### config.mk
export PLATFORM = sky130hd
export DESIGN_NAME = small_pride_block_encrypt
export DESIGN_NICKNAME = d
export VERILOG_FILES = /design/src/rtl/spbe_pkg.sv /design/src/rtl/spbe_round_cell.sv /design/src/rtl/spbe_final_cell.sv /design/src/rtl/small_pride_block_encrypt.sv
export SDC_FILE = /design/constraint.sdc
export NUM_CORES = 2
export LEC_CHECK = 0
export BUFFER_PORTS_ARGS = -buffer_cell sky130_fd_sc_hd__buf_2
export CAP_MARGIN = 0
export CORE_UTILIZATION = 60
export DETAILED_ROUTE_END_ITERATION = 8
export PLACE_DENSITY = 0.74
export SLEW_MARGIN = 20
export SYNTH_ARGS = -nofsm -noshare
export SYNTH_HDL_FRONTEND = slang
export SYNTH_SLANG_ARGS = --single-unit
export TNS_END_PERCENT = 100
### constraint.sdc
create_clock -name clk -period 13.6 [get_ports clk]
set_clock_uncertainty 0.1 [all_clocks]
set_input_delay 0.68 -clock clk [delete_from_list [all_inputs] [get_ports clk]]
set_output_delay 0.68 -clock clk [all_outputs]
set_load 0.02 [all_outputs]
### src/rtl/spbe_pkg.sv
// Shared types, round constants and round functions of the reduced PRIDE-style cipher.
`timescale 1ns / 1ps
`default_nettype none

package spbe_pkg;

    // Number of rounds: ROUNDS-1 full rounds, then a last round with whitening.
    localparam int ROUNDS     = 9;
    localparam int TABLE_ROWS = 10;
    localparam int ROW_W      = 16;
    localparam int NUM_ROWS   = 4;
    localparam int RC_IDX_W   = $clog2(TABLE_ROWS);
    localparam int CFG_IDX_W  = 2;

    typedef logic [ROW_W-1:0]                row_t;
    typedef logic [NUM_ROWS-1:0][ROW_W-1:0]  block_t;
    typedef logic [RC_IDX_W-1:0]             rc_idx_t;
    typedef logic [CFG_IDX_W-1:0]            cfg_idx_t;

    // Configuration register indexes.
    localparam cfg_idx_t KEY_ROW0_IDX = 2'd0;
    localparam cfg_idx_t KEY_ROW1_IDX = 2'd1;
    localparam cfg_idx_t KEY_ROW2_IDX = 2'd2;
    localparam cfg_idx_t KEY_ROW3_IDX = 2'd3;

    // Round constant rows; the first row and every row from nine upwards are zero.
    function automatic block_t round_const(input rc_idx_t idx);
        block_t rc;
        unique case (idx)
            4'd1:    rc = {16'h1319, 16'h8a2e, 16'h0370, 16'h7344};
            4'd2:    rc = {16'ha409, 16'h3822, 16'h299f, 16'h31d0};
            4'd3:    rc = {16'h082e, 16'hfa98, 16'hec4e, 16'h6c89};
            4'd4:    rc = {16'h4528, 16'h21e6, 16'h38d0, 16'h1377};
            4'd5:    rc = {16'hbe54, 16'h66cf, 16'h34e9, 16'h0c6c};
            4'd6:    rc = {16'h7ef8, 16'h4f78, 16'hfd95, 16'h5cb1};
            4'd7:    rc = {16'h8584, 16'h0851, 16'hf1ac, 16'h43aa};
            4'd8:    rc = {16'hc882, 16'hd32f, 16'h2532, 16'h3c54};
            default: rc = '0;
        endcase
        return rc;
    endfunction

    // Bitsliced 4-bit S-box; each column of the four rows is one S-box input.
    function automatic block_t sbox_layer(input block_t s);
        row_t a;
        row_t b;
        row_t c;
        row_t d;
        a = s[2] ^ (s[0] & s[1]);
        b = s[3] ^ (s[1] & s[2]);
        c = s[0] ^ (a & b);
        d = s[1] ^ (b & c);
        return {d, c, b, a};
    endfunction

    function automatic row_t mix_row0(input row_t x);
        return {x[11:0], x[15:12]} ^ {x[7:0], x[15:8]} ^ {x[3:0], x[15:4]};
    endfunction

    function automatic row_t mix_row1(input row_t x);
        logic [7:0] h;
        logic [7:0] l;
        logic [7:0] a;
        logic [7:0] b;
        h = x[15:8];
        l = x[7:0];
        a = h ^ {h[6:0], h[7]} ^ {l[4:0], l[7:5]};
        b = h ^ {l[4:0], l[7:5]} ^ {l[3:0], l[7:4]};
        return {a, b};
    endfunction

    function automatic row_t mix_row2(input row_t x);
        logic [7:0] h;
        logic [7:0] l;
        logic [7:0] a;
        logic [7:0] b;
        h = x[15:8];
        l = x[7:0];
        a = {h[3:0], h[7:4]} ^ {h[2:0], h[7:3]} ^ {l[0], l[7:1]};
        b = {h[3:0], h[7:4]} ^ l ^ {l[0], l[7:1]};
        return {a, b};
    endfunction

    function automatic row_t mix_row3(input row_t x);
        return x ^ {x[11:0], x[15:12]} ^ {x[3:0], x[15:4]};
    endfunction

    function automatic block_t linear_layer(input block_t s);
        return {mix_row3(s[3]), mix_row2(s[2]), mix_row1(s[1]), mix_row0(s[0])};
    endfunction

endpackage

`default_nettype wire

### src/rtl/spbe_round_cell.sv
// One full cipher round as a pipeline cell: key add, S-box and linear layer.
`timescale 1ns / 1ps
`default_nettype none

module spbe_round_cell (
    input  wire logic            clk,
    input  wire logic            rst_n,
    input  wire logic            up_valid,
    output logic                 up_ready,
    input  wire spbe_pkg::block_t up_state,
    input  wire spbe_pkg::block_t stage_key,
    output logic                 dn_valid,
    input  wire logic            dn_ready,
    output spbe_pkg::block_t     dn_state
);

    logic             valid_reg;
    logic             valid_next;
    spbe_pkg::block_t state_reg;
    spbe_pkg::block_t state_next;

    // The cell takes a new block when it is empty or its block moves on.
    assign up_ready = !valid_reg || dn_ready;

    always_comb
    begin
        valid_next = up_ready ? up_valid : valid_reg;
        state_next = spbe_pkg::linear_layer(spbe_pkg::sbox_layer(up_state ^ stage_key));
    end

    always_ff @(posedge clk or negedge rst_n)
    begin
        if (!rst_n)
        begin
            valid_reg <= 1'b0;
        end
        else
        begin
            valid_reg <= valid_next;
        end
    end

    always_ff @(posedge clk)
    begin
        if (up_ready && up_valid)
        begin
            state_reg <= state_next;
        end
    end

    assign dn_valid = valid_reg;
    assign dn_state = state_reg;

endmodule

`default_nettype wire

### src/rtl/spbe_final_cell.sv
// Last cipher round as a pipeline cell: key add, S-box and final whitening.
`timescale 1ns / 1ps
`default_nettype none

module spbe_final_cell (
    input  wire logic            clk,
    input  wire logic            rst_n,
    input  wire logic            up_valid,
    output logic                 up_ready,
    input  wire spbe_pkg::block_t up_state,
    input  wire spbe_pkg::block_t stage_key,
    input  wire spbe_pkg::block_t whiten_key,
    output logic                 dn_valid,
    input  wire logic            dn_ready,
    output spbe_pkg::block_t     dn_state
);

    logic             valid_reg;
    logic             valid_next;
    spbe_pkg::block_t state_reg;
    spbe_pkg::block_t state_next;

    assign up_ready = !valid_reg || dn_ready;

    always_comb
    begin
        valid_next = up_ready ? up_valid : valid_reg;
        state_next = spbe_pkg::sbox_layer(up_state ^ stage_key) ^ whiten_key;
    end

    always_ff @(posedge clk or negedge rst_n)
    begin
        if (!rst_n)
        begin
            valid_reg <= 1'b0;
        end
        else
        begin
            valid_reg <= valid_next;
        end
    end

    always_ff @(posedge clk)
    begin
        if (up_ready && up_valid)
        begin
            state_reg <= state_next;
        end
    end

    assign dn_valid = valid_reg;
    assign dn_state = state_reg;

endmodule

`default_nettype wire

### src/rtl/small_pride_block_encrypt.sv
// Top level of the reduced PRIDE-style block cipher: key registers and the chain of round cells.
//
//   Channel   Direction  Handshake            Payload
//   -------   ---------  -------------------  --------------------------------
//   plain     in         plain_valid/stall    plain_row0 .. plain_row3
//   cipher    out        cipher_valid/stall   cipher_row0 .. cipher_row3
//   cfg       in         cfg_valid/ready      cfg_index, cfg_data (key words)
//
// Each request passes through ROUNDS cells, one round per cell, and every cell
// registers the block before it moves on towards the output.
// A new block is accepted in every cycle in which plain_stall is low; the row of registered
// cells sets that rate and the latency. Reset clears the key words and empties every cell.
// A stall at the output fills empty cells first, so plain_stall rises only once
// every cell holds a block and the output is stalled.
`timescale 1ns / 1ps
`default_nettype none

module small_pride_block_encrypt (
    input  wire logic                       clk,
    input  wire logic                       rst_n,
    // Plaintext channel.
    input  wire logic                       plain_valid,
    output logic                            plain_stall,
    input  wire spbe_pkg::row_t             plain_row0,
    input  wire spbe_pkg::row_t             plain_row1,
    input  wire spbe_pkg::row_t             plain_row2,
    input  wire spbe_pkg::row_t             plain_row3,
    // Ciphertext channel.
    output logic                            cipher_valid,
    input  wire logic                       cipher_stall,
    output spbe_pkg::row_t                  cipher_row0,
    output spbe_pkg::row_t                  cipher_row1,
    output spbe_pkg::row_t                  cipher_row2,
    output spbe_pkg::row_t                  cipher_row3,
    // Key configuration channel.
    input  wire logic                       cfg_valid,
    output logic                            cfg_ready,
    input  wire spbe_pkg::cfg_idx_t         cfg_index,
    input  wire spbe_pkg::row_t             cfg_data
);

    localparam int LAST = spbe_pkg::ROUNDS - 1;

    spbe_pkg::block_t key_reg;
    spbe_pkg::block_t key_next;

    // Handshake and data between the cells; entry g feeds cell g.
    logic             link_valid [spbe_pkg::ROUNDS+1];
    logic             link_ready [spbe_pkg::ROUNDS+1];
    spbe_pkg::block_t link_state [spbe_pkg::ROUNDS+1];

    // Key words are written one at a time; the port never pushes back.
    assign cfg_ready = 1'b1;

    always_comb
    begin
        key_next = key_reg;
        if (cfg_valid && cfg_ready)
        begin
            unique case (cfg_index)
                spbe_pkg::KEY_ROW0_IDX: key_next[0] = cfg_data;
                spbe_pkg::KEY_ROW1_IDX: key_next[1] = cfg_data;
                spbe_pkg::KEY_ROW2_IDX: key_next[2] = cfg_data;
                spbe_pkg::KEY_ROW3_IDX: key_next[3] = cfg_data;
                default:                key_next    = key_reg;
            endcase
        end
    end

    always_ff @(posedge clk or negedge rst_n)
    begin
        if (!rst_n)
        begin
            key_reg <= '0;
        end
        else
        begin
            key_reg <= key_next;
        end
    end

    // The plaintext request enters the first cell.
    assign link_valid[0] = plain_valid;
    assign link_state[0] = {plain_row3, plain_row2, plain_row1, plain_row0};
    assign plain_stall   = !link_ready[0];

    // Full rounds: each cell adds its round key, which is the key XOR a constant row.
    for (genvar g = 0; g < LAST; g++)
    begin : g_round
        spbe_round_cell u_cell (
            .clk       (clk),
            .rst_n     (rst_n),
            .up_valid  (link_valid[g]),
            .up_ready  (link_ready[g]),
            .up_state  (link_state[g]),
            .stage_key (key_reg ^ spbe_pkg::round_const(spbe_pkg::RC_IDX_W'(g))),
            .dn_valid  (link_valid[g+1]),
            .dn_ready  (link_ready[g+1]),
            .dn_state  (link_state[g+1])
        );
    end

    // The last cell also holds the result that is offered on the output.
    spbe_final_cell u_final (
        .clk        (clk),
        .rst_n      (rst_n),
        .up_valid   (link_valid[LAST]),
        .up_ready   (link_ready[LAST]),
        .up_state   (link_state[LAST]),
        .stage_key  (key_reg ^ spbe_pkg::round_const(spbe_pkg::RC_IDX_W'(LAST))),
        .whiten_key (key_reg ^ spbe_pkg::round_const(spbe_pkg::RC_IDX_W'(spbe_pkg::ROUNDS))),
        .dn_valid   (link_valid[spbe_pkg::ROUNDS]),
        .dn_ready   (link_ready[spbe_pkg::ROUNDS]),
        .dn_state   (link_state[spbe_pkg::ROUNDS])
    );

    assign link_ready[spbe_pkg::ROUNDS] = !cipher_stall;
    assign cipher_valid = link_valid[spbe_pkg::ROUNDS];
    assign cipher_row0  = link_state[spbe_pkg::ROUNDS][0];
    assign cipher_row1  = link_state[spbe_pkg::ROUNDS][1];
    assign cipher_row2  = link_state[spbe_pkg::ROUNDS][2];
    assign cipher_row3  = link_state[spbe_pkg::ROUNDS][3];

    // The input is held off only while the output itself is blocked.
    a_stall_only_when_blocked: assert property (
        @(posedge clk) disable iff (!rst_n)
        plain_stall |-> (cipher_valid && cipher_stall))
        else $error("plaintext stalled while the output is free");

    // An accepted request always lands in the first cell.
    a_accept_fills_first_cell: assert property (
        @(posedge clk) disable iff (!rst_n)
        (plain_valid && !plain_stall) |=> link_valid[1])
        else $error("accepted request lost at the first cell");

    // A key write to row 0 reaches that key word on the next cycle.
    a_key_row0_written: assert property (
        @(posedge clk) disable iff (!rst_n)
        (cfg_valid && cfg_ready && cfg_index == spbe_pkg::KEY_ROW0_IDX)
            |=> key_reg[0] == $past(cfg_data))
        else $error("key word for row 0 not updated");

    // A stalled result keeps its value until it is taken.
    a_result_held: assert property (
        @(posedge clk) disable iff (!rst_n)
        (cipher_valid && cipher_stall) |=> (cipher_valid && $stable(link_state[spbe_pkg::ROUNDS])))
        else $error("stalled result changed");

endmodule

`default_nettype wire

==> results.md <==
- Routability cong.: 0.971
- CTS Sinks: 649
- Final WL: 108 mm
- DRT antenna net count: 0
- HP Class: input pin to flop
- Tcrit/Tclk final: 0.255
- Die span in y: 279 µm
- Post-synthesis cell count: 4229
- FF+latch area: 19100 µm²
- Status: complete, no violations
- I/O Pins: 154
- Die Footprint: 77900 µm²
- Starting Density: 0.607
- Num CTS Buffers: 75
- CP Capture Type: flop
- Layout area overhead: 8.91%
- Initial antenna violation count: 1
- Synth Warn #: 0
- Filler cells: 5974
- DPL Wire Length: 84.7 mm
- First-pass GRT wire length: 161 mm
- Vias in the first global route: 28900
- Achievable frequency: 289 MHz
- H-tree depth: 3
- Drt wl/cell: 19.7 µm
- Syn_area_per_cell: 10.9 µm²
- Post-synth cell types: 73
- Async set-reset flop share out of synthesis: 0.112
- Register area share after synthesis: 0.415
- Area of the multi-input gates: 26200 µm²
- Detailed Routing Iterations Pass 1: 5
- Cell area after synthesis: 46100 µm²
- CORE AREA: 75900 µm²
- Cell Rows: 101
- Initial detailed-routing violation count: 1871
- GRT overflow: 0
- Worst Tran Pin Value: 1.13 ns
- Clock root buffer: clkbuf_16
- Setup violators final: 0
- Ant. Diodes: 0
- CTS Buffer Depth: 3
- Layout cells sized above 1: 0.105
- Worst setup SP type: flop
- Final min period: 3.47 ns
- Worst skew pair latency: 0.62 ns
- Final Hold Fails: 0
- Nets: 4470
- RSZ-0062 raised after global routing: no
- IO buf count: 152
- Number of flip-flops in the largest register: 512
- Syn_nets: 4316
- Number of flops mapped to enable cells by yosys: 576
- Post-CTS sizing: 0
- Die width: 279 µm
- Gr usage total: 0.275
- Max cap viols: 0
- Largest net degree at the start of global routing: 65
- Required time of the worst setup path: 13.83 ns
- Worst Path Class, Setup: flop to flop
- Fin. max-slew vios: 0
- Synthesized flop and latch total: 649
- DRC: 0
- Setup TNS: 0 ns
- Via density: 5.52
- TritonCTS clock tree: done
- Critical Path AT: 3.70 ns
- Top FF cell, synth: edfxtp_1
- Via count: 30200
- Clk slew on worst S/H paths: 0.06 ns
- Post-CTS setup repair buffer count: 0
- Max-slew headroom: 0.249
- Max FO, Critical Path: 13
==> routing by layer <==
layer | global-route usage | vias to the layer above | wire, µm
met4 | 0.167 | 0 | 6880
met2 | 0.489 | 806 | 53900
met5 | 0 | - | 0
met1 | 0.320 | 14300 | 42400
met3 | 0.0281 | 261 | 4500
li1 | - | 14800 | -
==> logic make-up after synthesis <==
| family | count (synthesis) | share of synthesized area |
|---|---|---|
| AOI/OAI and AO/OA | 628 | 0.0860 |
| buffers and inverters | 135 | 0.0165 |
| xor gates and xnor gates | 1950 | 0.383 |
| adders and majority gates | 10 | 0.00217 |
| and+or+nand+nor | 751 | 0.0722 |
| DFF | 649 | 0.415 |
| other | 1 | 0.0000814 |
| muxes | 105 | 0.0247 |
==> per-stage QoR <==
step	setup WS [ns]	util	hold WS, ns	cell area (µm²)	cells
global placement	10.15	0.629	0.358	47800	5335
floorplan	7.57	-	0.284	46100	4229
finish	10.13	0.661	0.160	50200	5473
global route	10.05	0.661	0.183	50200	5473
detailed placement	10.15	0.629	0.366	47800	5335
CTS	10.16	0.661	0.147	50200	5473
==> timing repair <==
action	CTS	global route
setup endpoints to repair	0	0
hold endpoints to repair	24	0
hold buffers	1	0
==> critical path, cell delays in order, from the launching register on <==
cell      delay (ns)
dfrtp_1         0.99
xnor2_1         0.35
nand2b_1        0.20
a21oi_1         0.08
a211oi_1        0.87
xnor2_1         0.37
xnor2_1         0.23
==> layout make-up <==
class | count | share of cell area
clock buffer | 111 | 0.0442
clock inverter | 26 | 0.00404
inverter | 27 | 0.00202
multi-input combinational | 3445 | 0.523
sequential | 649 | 0.381
tap | 1030 | 0.0257
timing repair buffer | 185 | 0.0202
==> synthesized netlist by cell type, drive strengths merged, types with 3 or more instances <==
cell type  instances  area share
nand2b            32      0.0043
a2bb2oi            8      0.0015
a31oi              7     0.00095
nor2b             29      0.0039
a21oi            183       0.020
a211o              4     0.00076
o221ai             3     0.00057
o21ai            146       0.016
o22ai             76       0.010
and3               4     0.00054
o311ai             7      0.0013
nor2             373       0.030
nor3              44      0.0048
mux2i             35      0.0076
buf              104       0.014
nor3b              8      0.0013
or3               16      0.0022
o21ba              3     0.00065
xnor2           1328        0.26
clkbuf             4     0.00033
o21bai            17      0.0028
a21o              46      0.0075
a22o               3     0.00057
a32oi             15      0.0032
a221oi             4      0.0012
and2              22      0.0030
a311oi             5     0.00095
edfxtp           576        0.38
a21boi             6     0.00098
inv               27      0.0022
a221o             10      0.0022
mux2              70       0.017
nand3             21      0.0023
nand4             32      0.0043
o21a               6     0.00098
xor2             622        0.12
nand2            156       0.013
maj3              10      0.0022
a22oi             11      0.0018
o22a              11      0.0021
dfrtp             73       0.040
a211oi            11      0.0019
o211ai            38      0.0065
==> placed cells by master (no fill, tap or decap), types with 8 or more instances in the layout <==
master,Yosys,layout
a22oi_1,11,11
clkinv_1,0,10
o21bai_1,17,17
a21o_1,46,46
nand3_1,21,20
mux2_2,70,70
o21ai_1,34,34
nor2b_1,29,28
dfrtp_1,73,70
o211ai_1,35,35
nand2_1,156,156
clkbuf_1,4,22
nor3_1,44,44
a2bb2oi_1,8,8
inv_1,25,25
nor2_1,373,373
and2_1,22,15
o22ai_1,76,76
a211oi_1,10,10
a21oi_1,183,183
a32oi_1,13,13
nand2b_1,32,32
xor2_1,590,590
edfxtp_1,576,576
o21ai_0,112,112
or3_1,16,16
maj3_1,10,10
xnor2_1,1282,1282
buf_4,42,33
clkbuf_8,0,8
mux2i_1,35,35
xor2_2,32,32
buf_2,59,151
clkinv_2,0,9
clkbuf_16,0,81
a221o_1,10,10
nand4_1,32,32
xnor2_2,46,46
o22a_1,11,11
==> worst paths after layout <==
| kind | slack [ns] | cells after the start | startpoint | to |
|---|---|---|---|---|
| max | 10.13 | 6 | key_reg[41]$_DFFE_PN0P_ | g_round[3].u_cell.dn_state[45]$_DFFE_PP_ |
| min | 0.16 | 2 | plain_valid | g_round[0].u_cell.dn_valid$_DFFE_PN0P_ |
| max reg2reg | 10.13 | 6 | key_reg[41]$_DFFE_PN0P_ | g_round[3].u_cell.dn_state[45]$_DFFE_PP_ |
| min reg2reg | 0.38 | 1 | g_round[1].u_cell.dn_valid$_DFFE_PN0P_ | g_round[2].u_cell.dn_valid$_DFFE_PN0P_ |
| max in group asynchronous | 11.79 | 3 | rst_n | key_reg[37]$_DFFE_PN0P_ |
| min in group asynchronous | 0.42 | 2 | rst_n | g_round[0].u_cell.dn_valid$_DFFE_PN0P_ |
Power is not shown: default switching activity piles up to over one toggle a cycle in this logic, so the estimate is an artifact.
